**config.mk**
```make
export PLATFORM = sky130hd
export DESIGN_NAME = hex_dump_byte_formatter_top
export DESIGN_NICKNAME = d
export VERILOG_FILES = /design/src/hw/rtl/hdbf_pkg.sv /design/src/hw/rtl/hdbf_front.sv /design/src/hw/rtl/hdbf_fifo.sv /design/src/hw/rtl/hdbf_back.sv /design/src/hw/rtl/hex_dump_byte_formatter_top.sv
export VERILOG_INCLUDE_DIRS = /design/src /design/src/hw/rtl
export SDC_FILE = /design/constraint.sdc
export NUM_CORES = 1
export LEC_CHECK = 0
export ABC_AREA = 0
export BUFFER_PORTS_ARGS = -buffer_cell sky130_fd_sc_hd__buf_2
export CAP_MARGIN = 20
export CORE_MARGIN = 5
export CORE_UTILIZATION = 60
export CTS_CLUSTER_SIZE = 16
export DETAILED_ROUTE_END_ITERATION = 10
export GPL_TIMING_DRIVEN = 0
export PLACE_DENSITY = 0.78
export SYNTH_ARGS = -nofsm -noshare
export SYNTH_HDL_FRONTEND = slang
export SYNTH_HIERARCHICAL = 1
export SYNTH_SLANG_ARGS = --single-unit
```
**constraint.sdc**
```tcl
create_clock -name clk -period 3.9 [get_ports clk]
set_clock_uncertainty 0.05 [all_clocks]
set_input_delay 1.17 -clock clk [delete_from_list [all_inputs] [get_ports clk]]
set_output_delay 1.17 -clock clk [all_outputs]
set_load 0.1 [all_outputs]
```
**src/hw/rtl/hex_dump_byte_formatter_top_assert.svh**
```systemverilog
// Assertion macros shared by the formatter modules.
// Each macro expects signals named clk and arst_n in the scope where it is used.
`ifndef HEX_DUMP_BYTE_FORMATTER_TOP_ASSERT_SVH
`define HEX_DUMP_BYTE_FORMATTER_TOP_ASSERT_SVH

// The consequent must hold in the same cycle as the antecedent.
`define HDBF_ASSERT_SAME(label, ante, cons, msg) \
	label: assert property (@(posedge clk) disable iff (!arst_n) (ante) |-> (cons)) \
		else $error(msg);

// The consequent must hold in the cycle after the antecedent.
`define HDBF_ASSERT_NEXT(label, ante, cons, msg) \
	label: assert property (@(posedge clk) disable iff (!arst_n) (ante) |=> (cons)) \
		else $error(msg);

`endif

```
**src/hw/rtl/hdbf_pkg.sv**
```systemverilog
`timescale 1ns / 1ps
package hdbf_pkg;

	// Configuration register indexes.
	localparam logic CFG_IDX_MODE = 1'b0;
	localparam logic CFG_IDX_BPL  = 1'b1;

	// Bit positions inside display_mode.
	localparam int MODE_COLOUR  = 0;
	localparam int MODE_TEXT    = 1;
	localparam int MODE_DECIMAL = 2;

	localparam logic [7:0] BPL_RESET = 8'd15;

	// Colour codes.
	localparam logic [1:0] COLOUR_DEFAULT = 2'd0;
	localparam logic [1:0] COLOUR_YELLOW  = 2'd1;
	localparam logic [1:0] COLOUR_WHITE   = 2'd2;

	// Characters.
	localparam logic [7:0] CH_ESC     = 8'd27;
	localparam logic [7:0] CH_LBRACK  = 8'd91;
	localparam logic [7:0] CH_THREE   = 8'd51;
	localparam logic [7:0] CH_M       = 8'd109;
	localparam logic [7:0] CH_SPACE   = 8'd32;
	localparam logic [7:0] CH_NL      = 8'd10;
	localparam logic [7:0] CH_ZERO    = 8'd48;
	localparam logic [7:0] CH_NINE    = 8'd57;
	localparam logic [7:0] CH_SEVEN   = 8'd55;
	localparam logic [7:0] PRINT_LOW  = 8'd33;
	localparam logic [7:0] PRINT_HIGH = 8'd126;

	// Serializer steps: five escape characters, three body characters, newline.
	localparam logic [3:0] STEP_ESC0  = 4'd0;
	localparam logic [3:0] STEP_ESC1  = 4'd1;
	localparam logic [3:0] STEP_ESC2  = 4'd2;
	localparam logic [3:0] STEP_ESC3  = 4'd3;
	localparam logic [3:0] STEP_ESC4  = 4'd4;
	localparam logic [3:0] STEP_BODY0 = 4'd5;
	localparam logic [3:0] STEP_BODY1 = 4'd6;
	localparam logic [3:0] STEP_BODY2 = 4'd7;
	localparam logic [3:0] STEP_NL    = 4'd8;

	typedef struct packed {
		logic [2:0] display_mode;
		logic [7:0] bytes_per_line_minus_one;
	} hdbf_cfg_t;

	// One classified byte: everything the back end needs to print it.
	typedef struct packed {
		logic       esc;
		logic [1:0] colour;
		logic [7:0] body0;
		logic [7:0] body1;
		logic [7:0] body2;
		logic       nl;
	} hdbf_desc_t;

	function automatic logic [7:0] hex_digit(input logic [3:0] v);
		if (v < 4'd10) begin
			hex_digit = CH_ZERO + {4'd0, v};
		end else begin
			hex_digit = CH_SEVEN + {4'd0, v};
		end
	endfunction

	function automatic logic [7:0] colour_digit(input logic [1:0] c);
		case (c)
			COLOUR_YELLOW: colour_digit = CH_THREE;
			COLOUR_WHITE:  colour_digit = CH_SEVEN;
			default:       colour_digit = CH_NINE;
		endcase
	endfunction

endpackage

```
**src/hw/rtl/hdbf_front.sv**
```systemverilog
`timescale 1ns / 1ps
module hdbf_front (
	input  logic                clk,
	input  logic                arst_n,
	input  hdbf_pkg::hdbf_cfg_t cfg,
	input  logic                push,
	input  logic [7:0]          data_byte,
	input  logic                start_of_file,
	output hdbf_pkg::hdbf_desc_t desc
);
	import hdbf_pkg::*;

	logic [7:0]  column_countdown_q;
	logic [1:0]  current_colour_q;
	logic [7:0]  cd_eff;
	logic        as_text;
	logic [1:0]  want;
	logic [1:0]  hund;
	logic [6:0]  rem;
	logic [14:0] prod;
	logic [3:0]  tens;
	logic [3:0]  ones;

	// Decimal digits: hundreds by compare, tens by reciprocal multiply (x*205>>11).
	always_comb begin
		if (data_byte >= 8'd200) begin
			hund = 2'd2;
			rem  = 7'(data_byte - 8'd200);
		end else if (data_byte >= 8'd100) begin
			hund = 2'd1;
			rem  = 7'(data_byte - 8'd100);
		end else begin
			hund = 2'd0;
			rem  = data_byte[6:0];
		end
		prod = 15'(rem) * 15'd205;
		tens = prod[14:11];
		ones = 4'(rem - (7'(tens) * 7'd10));
	end

	always_comb begin
		as_text = cfg.display_mode[MODE_TEXT] && (data_byte >= PRINT_LOW)
			&& (data_byte <= PRINT_HIGH);
		if (as_text) begin
			want = COLOUR_YELLOW;
		end else if (data_byte == 8'd0) begin
			want = COLOUR_WHITE;
		end else begin
			want = COLOUR_DEFAULT;
		end
		cd_eff = start_of_file ? cfg.bytes_per_line_minus_one : column_countdown_q;

		desc.esc    = cfg.display_mode[MODE_COLOUR] && (want != current_colour_q);
		desc.colour = want;
		desc.nl     = (cd_eff == 8'd0);
		if (as_text) begin
			desc.body0 = CH_SPACE;
			desc.body1 = data_byte;
			desc.body2 = CH_SPACE;
		end else if (cfg.display_mode[MODE_DECIMAL]) begin
			desc.body0 = (data_byte >= 8'd100) ? (CH_ZERO + {6'd0, hund}) : CH_SPACE;
			desc.body1 = (data_byte >= 8'd10) ? (CH_ZERO + {4'd0, tens}) : CH_SPACE;
			desc.body2 = CH_ZERO + {4'd0, ones};
		end else begin
			desc.body0 = hex_digit(data_byte[7:4]);
			desc.body1 = hex_digit(data_byte[3:0]);
			desc.body2 = CH_SPACE;
		end
	end

	always_ff @(posedge clk or negedge arst_n) begin
		if (!arst_n) begin
			column_countdown_q <= BPL_RESET;
			current_colour_q   <= COLOUR_DEFAULT;
		end else if (push) begin
			if (desc.nl) begin
				column_countdown_q <= cfg.bytes_per_line_minus_one;
			end else begin
				column_countdown_q <= cd_eff - 8'd1;
			end
			if (desc.esc) begin
				current_colour_q <= want;
			end
		end
	end

endmodule

```
**src/hw/rtl/hdbf_fifo.sv**
```systemverilog
`timescale 1ns / 1ps
module hdbf_fifo #(
	parameter int DEPTH = 2
) (
	input  logic                 clk,
	input  logic                 arst_n,
	input  logic                 push,
	input  hdbf_pkg::hdbf_desc_t wr_desc,
	input  logic                 pop,
	output hdbf_pkg::hdbf_desc_t rd_desc,
	output logic                 not_empty,
	output logic                 not_full
);
	import hdbf_pkg::*;

	`include "hex_dump_byte_formatter_top_assert.svh"

	localparam int PTR_W = (DEPTH > 1) ? $clog2(DEPTH) : 1;
	localparam int CNT_W = $clog2(DEPTH + 1);

	hdbf_desc_t       mem_q [DEPTH];
	logic [PTR_W-1:0] wr_ptr_q;
	logic [PTR_W-1:0] rd_ptr_q;
	logic [CNT_W-1:0] count_q;

	assign not_empty = (count_q != '0);
	assign not_full  = (count_q != CNT_W'(DEPTH));
	assign rd_desc   = mem_q[rd_ptr_q];

	always_ff @(posedge clk) begin
		if (push) begin
			mem_q[wr_ptr_q] <= wr_desc;
		end
	end

	always_ff @(posedge clk or negedge arst_n) begin
		if (!arst_n) begin
			wr_ptr_q <= '0;
			rd_ptr_q <= '0;
			count_q  <= '0;
		end else begin
			if (push) begin
				wr_ptr_q <= (wr_ptr_q == PTR_W'(DEPTH - 1)) ? '0 : wr_ptr_q + 1'b1;
			end
			if (pop) begin
				rd_ptr_q <= (rd_ptr_q == PTR_W'(DEPTH - 1)) ? '0 : rd_ptr_q + 1'b1;
			end
			if (push && !pop) begin
				count_q <= count_q + 1'b1;
			end else if (pop && !push) begin
				count_q <= count_q - 1'b1;
			end
		end
	end

	`HDBF_ASSERT_SAME(a_no_overflow, push, not_full, "queue written while full")
	`HDBF_ASSERT_SAME(a_no_underflow, pop, not_empty, "queue read while empty")
	`HDBF_ASSERT_SAME(a_count_range, 1'b1, count_q <= CNT_W'(DEPTH), "queue count out of range")

endmodule

```
**src/hw/rtl/hdbf_back.sv**
```systemverilog
`timescale 1ns / 1ps
module hdbf_back (
	input  logic                 clk,
	input  logic                 arst_n,
	input  hdbf_pkg::hdbf_desc_t head,
	input  logic                 head_valid,
	output logic                 pop,
	output logic                 m_tvalid,
	input  logic                 m_tready,
	output logic [7:0]           m_tdata,
	output logic                 m_tlast
);
	import hdbf_pkg::*;

	`include "hex_dump_byte_formatter_top_assert.svh"

	hdbf_desc_t cur_q;
	logic       cur_valid_q;
	logic [3:0] step_q;
	logic       m_valid_q;
	logic [7:0] m_data_q;
	logic       m_last_q;
	logic       slot_free;
	logic       load_out;
	logic       is_last;
	logic [7:0] ch;

	assign slot_free = !m_valid_q || m_tready;
	assign load_out  = cur_valid_q && slot_free;
	assign is_last   = ((step_q == STEP_BODY2) && !cur_q.nl) || (step_q == STEP_NL);
	// Refill from the queue when idle, or in the same cycle the last character goes out.
	assign pop       = head_valid && (!cur_valid_q || (load_out && is_last));

	always_comb begin
		case (step_q)
			STEP_ESC0:  ch = CH_ESC;
			STEP_ESC1:  ch = CH_LBRACK;
			STEP_ESC2:  ch = CH_THREE;
			STEP_ESC3:  ch = colour_digit(cur_q.colour);
			STEP_ESC4:  ch = CH_M;
			STEP_BODY0: ch = cur_q.body0;
			STEP_BODY1: ch = cur_q.body1;
			STEP_BODY2: ch = cur_q.body2;
			STEP_NL:    ch = CH_NL;
			default:    ch = CH_NL;
		endcase
	end

	always_ff @(posedge clk) begin
		if (pop) begin
			cur_q <= head;
		end
		if (load_out) begin
			m_data_q <= ch;
			m_last_q <= is_last;
		end
	end

	always_ff @(posedge clk or negedge arst_n) begin
		if (!arst_n) begin
			cur_valid_q <= 1'b0;
			step_q      <= STEP_ESC0;
			m_valid_q   <= 1'b0;
		end else begin
			if (pop) begin
				cur_valid_q <= 1'b1;
				step_q      <= head.esc ? STEP_ESC0 : STEP_BODY0;
			end else if (load_out && is_last) begin
				cur_valid_q <= 1'b0;
			end else if (load_out) begin
				step_q <= step_q + 4'd1;
			end
			if (slot_free) begin
				m_valid_q <= load_out;
			end
		end
	end

	assign m_tvalid = m_valid_q;
	assign m_tdata  = m_data_q;
	assign m_tlast  = m_last_q;

	`HDBF_ASSERT_SAME(a_step_range, cur_valid_q, step_q <= STEP_NL, "step past newline")
	`HDBF_ASSERT_SAME(a_pop_needs_room, pop && cur_valid_q, load_out && is_last,
		"descriptor replaced before its last character")
	`HDBF_ASSERT_NEXT(a_done_clears, load_out && is_last && !pop, !cur_valid_q,
		"finished descriptor still marked busy")

endmodule

```
**src/hw/rtl/hex_dump_byte_formatter_top.sv**
```systemverilog
// Each byte yields 3 to 9 characters, one per cycle unless m_tready stalls the output:
// 3 + 5 with a colour escape + 1 with newline; the output serializer sets the sustained byte rate.
// A byte passes the descriptor queue, the current descriptor register and the output register.
// The classifier and the descriptor queue take input transfers every cycle while the queue has room.
// Reset (arst_n low, asynchronous) clears the queue and output and restores mode 0, 16 per line,
// the column countdown at 15 and the default colour.
`timescale 1ns / 1ps
module hex_dump_byte_formatter_top #(
	parameter int QUEUE_DEPTH = 2
) (
	input  logic       clk,
	input  logic       arst_n,
	input  logic       s_tvalid,
	output logic       s_tready,
	input  logic [7:0] s_tdata,  // [7:0] data_byte
	input  logic [0:0] s_tuser,  // [0] start_of_file
	output logic       m_tvalid,
	input  logic       m_tready,
	output logic [7:0] m_tdata,  // [7:0] text_char
	output logic       m_tlast,
	input  logic       cfg_we,
	input  logic       cfg_index,
	input  logic [7:0] cfg_wdata
);
	import hdbf_pkg::*;

	hdbf_cfg_t  cfg_q;
	hdbf_desc_t front_desc;
	hdbf_desc_t head_desc;
	logic       push;
	logic       pop;
	logic       q_not_empty;
	logic       q_not_full;

	always_ff @(posedge clk or negedge arst_n) begin
		if (!arst_n) begin
			cfg_q.display_mode             <= 3'd0;
			cfg_q.bytes_per_line_minus_one <= BPL_RESET;
		end else if (cfg_we) begin
			case (cfg_index)
				CFG_IDX_MODE: cfg_q.display_mode             <= cfg_wdata[2:0];
				CFG_IDX_BPL:  cfg_q.bytes_per_line_minus_one <= cfg_wdata;
				default:      ;
			endcase
		end
	end

	assign s_tready = q_not_full;
	assign push     = s_tvalid && q_not_full;

	hdbf_front u_front (
		.clk           (clk),
		.arst_n        (arst_n),
		.cfg           (cfg_q),
		.push          (push),
		.data_byte     (s_tdata),
		.start_of_file (s_tuser[0]),
		.desc          (front_desc)
	);

	hdbf_fifo #(
		.DEPTH (QUEUE_DEPTH)
	) u_fifo (
		.clk       (clk),
		.arst_n    (arst_n),
		.push      (push),
		.wr_desc   (front_desc),
		.pop       (pop),
		.rd_desc   (head_desc),
		.not_empty (q_not_empty),
		.not_full  (q_not_full)
	);

	hdbf_back u_back (
		.clk        (clk),
		.arst_n     (arst_n),
		.head       (head_desc),
		.head_valid (q_not_empty),
		.pop        (pop),
		.m_tvalid   (m_tvalid),
		.m_tready   (m_tready),
		.m_tdata    (m_tdata),
		.m_tlast    (m_tlast)
	);

endmodule

```
==> reports/metrics.yaml <==
root_buffer: "clkbuf_16"
dr_total_vias: 5195
gr-total-overflow: 0
fillers: 700
worstMarginPinSlew_ns: 0.8671
synth_flop_cell: "edfxtp_1"
cellPowerDensity_nw_per_um2: 732.5
dieArea_sq_um: 14330
yosys_warnings: 6
met3_usage: 0.04948
crit_slowest_cell: "fa_1"
place.port_buffers: 33
path_max_fanout: 5
core_sq_um: 11910
clockBufferDepth: 2
p_leak_nw: 3.649
dp_cells: 782
status: "complete, but fails checks"
cts_htree_levels: 4
min_path_type: "reg2reg"
wl_per_cell_um: 18.92
synth-seq-area-share: 0.4914
finalMaxSlewViolations: 0
synth_top_cells_by_area: "edfxtp_1 38%, ha_1 10%, dfrtp_1 8.0%"
synth-seq-cells: 123
max_freq_mhz: 150.5
ir_drop_mv: 0.5552
most-common-layout-cells: "92 x edfxtp_1, 43 x buf_4, 41 x nand2_1, 41 x a21oi_1, 40 x ha_1"
drv_cap: 0
cts_made_buffers: 17
vias_per_cell: 6.083
clkTransAtPathRegs_ns: 0.05
critical-path-max-stage-delay_ns: 0.59
synth_area_sq_um: 7221
gp_congestion: 0.9044
fin_nets: 785
crit_path_end_kind: "flip-flop"
areaGrowthSynthToFinish_pct: 24.87
firstDrtPassIters: 5
routed_wl_um: 16160
grt_util_met1: 0.2784
ys_async_sr_fraction: 0.2520
die_h_um: 119.7
cts_tree: "built"
fin_crit_sh: 1.704
initial_core_util: 0.6062
antenna_found_initial: 0
synth_edf_count: 92
layout-drive-gt1-share: 0.3423
synthCells: 596
min_period_ns: 6.644
crit_path_start_kind: "input port"
grt_usage: 0.2315
synth_top_cell_area_share: 0.3826
grt_max_degree: 32
timing_worst_setup_path_type: "in2reg"
die_w_um: 119.7
synth_cell_types: 78
setup_viol: 14
hold_viol: 0
avgSynthCellArea_sq_um: 12.12
critical_path_required_ns: 4.01
busiest_layer: "met2"
final_core_util: 0.7569
yosysTopAreaCell: "edfxtp_1"
grt_pass1_vias: 5312
ant_nets: 0
worstPathArrival_ns: 6.75
num_antenna_cells: 0
fin_cells: 854
slew_headroom: 0.4070
clock_sinks: 123
final_common_cell: "edfxtp_1"
tns_ns: -30.11
insertion_delay_ns: 0.42
dp_slack_ns: -3.591
hpwl_um: 10310
rsz0062_at_grt: "yes"
cp_common_cell: "ha_4"
drt_iter0_markers: 496
grt_pass1_wl_um: 26120
violations: "negative setup slack"
fin_ws_ns: -2.744
pin_count: 34
globalRouteMet2Util: 0.3965
drc: 0
row_count: 40
-- report_power, final --
part           total (mW)  internal [mW]  switching (mW)
clock                1.44          0.916           0.519
combinational        3.06           1.40            1.67
sequential           2.11           1.92           0.190
total                6.60           4.23            2.38
-- metal layers --
| metal | wire length (um) | vias up | share of wire |
|---|---|---|---|
| li1 | - | 2387 | - |
| met1 | 6564 | 2520 | 0.41 |
| met2 | 8141 | 233 | 0.50 |
| met3 | 900 | 55 | 0.056 |
| met4 | 553 | 0 | 0.034 |
| met5 | 0 | - | 0 |
-- final cells by class --
| cell class | count | area [sq um] | area share |
|---|---|---|---|
| buffer | 29 | 211.5 | 0.02345 |
| clock buffer | 26 | 521.8 | 0.05787 |
| clock inverter | 6 | 35.03 | 0.003886 |
| inverter | 36 | 167.7 | 0.01860 |
| multi-input combinational | 411 | 3717 | 0.4123 |
| sequential | 123 | 3548 | 0.3936 |
| tap | 147 | 183.9 | 0.02040 |
| timing repair buffer | 76 | 630.6 | 0.06994 |
-- critical path: cells and delay by family --
kind            cells  cell delay, ns
fa+ha+maj           8            2.10
compound gates      5            1.27
buf+inv             8            0.85
xor+xnor            4            0.78
simple gates        4            0.57
-- sequential cells by signal (all words and copies together) (netlist names) --
name                        cells
u_back/m_tvalid                 1
u_fifo/wr_ptr_q                 1
cfg_q                          11
u_back/step_q                   4
u_back/m_tlast                  1
u_fifo/count_q                  2
u_back/cur_valid_q              1
u_front/current_colour_q        2
u_fifo/rd_ptr_q                 1
u_back/cur_q                   27
u_front/column_countdown_q      8
u_back/m_tdata                  8
u_fifo/mem_q                   56
-- worst paths after layout --
path                            cells after the start               from  slack, ns                     endpoint
worst max-delay path                               29         s_tdata[4]      -2.74           u_fifo/mem_q[1][4]
worst min-delay path                                1  u_fifo/count_q[1]       0.44            u_fifo/count_q[1]
worst max register to register                     11   u_back/step_q[0]       1.28            u_fifo/count_q[1]
worst min register to register                      1  u_fifo/count_q[1]       0.44            u_fifo/count_q[1]
max in group asynchronous                           1             arst_n       2.58  u_front/current_colour_q[1]
min in group asynchronous                           1             arst_n       0.75              u_back/m_tvalid
-- kinds of logic after synthesis --
family / after synthesis / synth area share
and+or+nand+nor: 146 / 0.1055
AOI/OAI and AO/OA: 126 / 0.1223
DFF: 123 / 0.4914
adders and majority gates: 68 / 0.1272
buffers and inverters: 65 / 0.04471
muxes: 47 / 0.07815
xor gates and xnor gates: 19 / 0.02963
other: 2 / 0.001040
-- metrics by stage --
| step | total power [mW] | instance area, sq um | hold WS [ns] |
|---|---|---|---|
| floorplan | 4.076 | 7370 | 0.4055 |
| global placement | 4.495 | 7719 | 0.4225 |
| detailed placement | 4.684 | 7804 | 0.4327 |
| CTS | 6.451 | 8931 | 0.4394 |
| global route | 6.973 | 9016 | 0.4619 |
| finish | 6.605 | 9016 | 0.4369 |
-- cells in the mapped netlist, drive strengths merged, types with 9 or more instances --
master and count:
a21oi 44, o21ai 20, mux2 42, ha 59
fa 9, nor3 11, xnor2 11, nand2 42
nand2b 12, edfxtp 92, nor2b 11, buf 13
dfrtp 23, clkbuf 16, inv 36, nor2 26
-- repair_timing --
action,in CTS,in global routing
setup endpoints to repair,14,17
setup buffers,37,3
hold buffers,0,0
gates cloned,0,0
resized for setup,47,11
pin swaps,39,19
No activity file was read; power rests on OpenSTA's default activity.
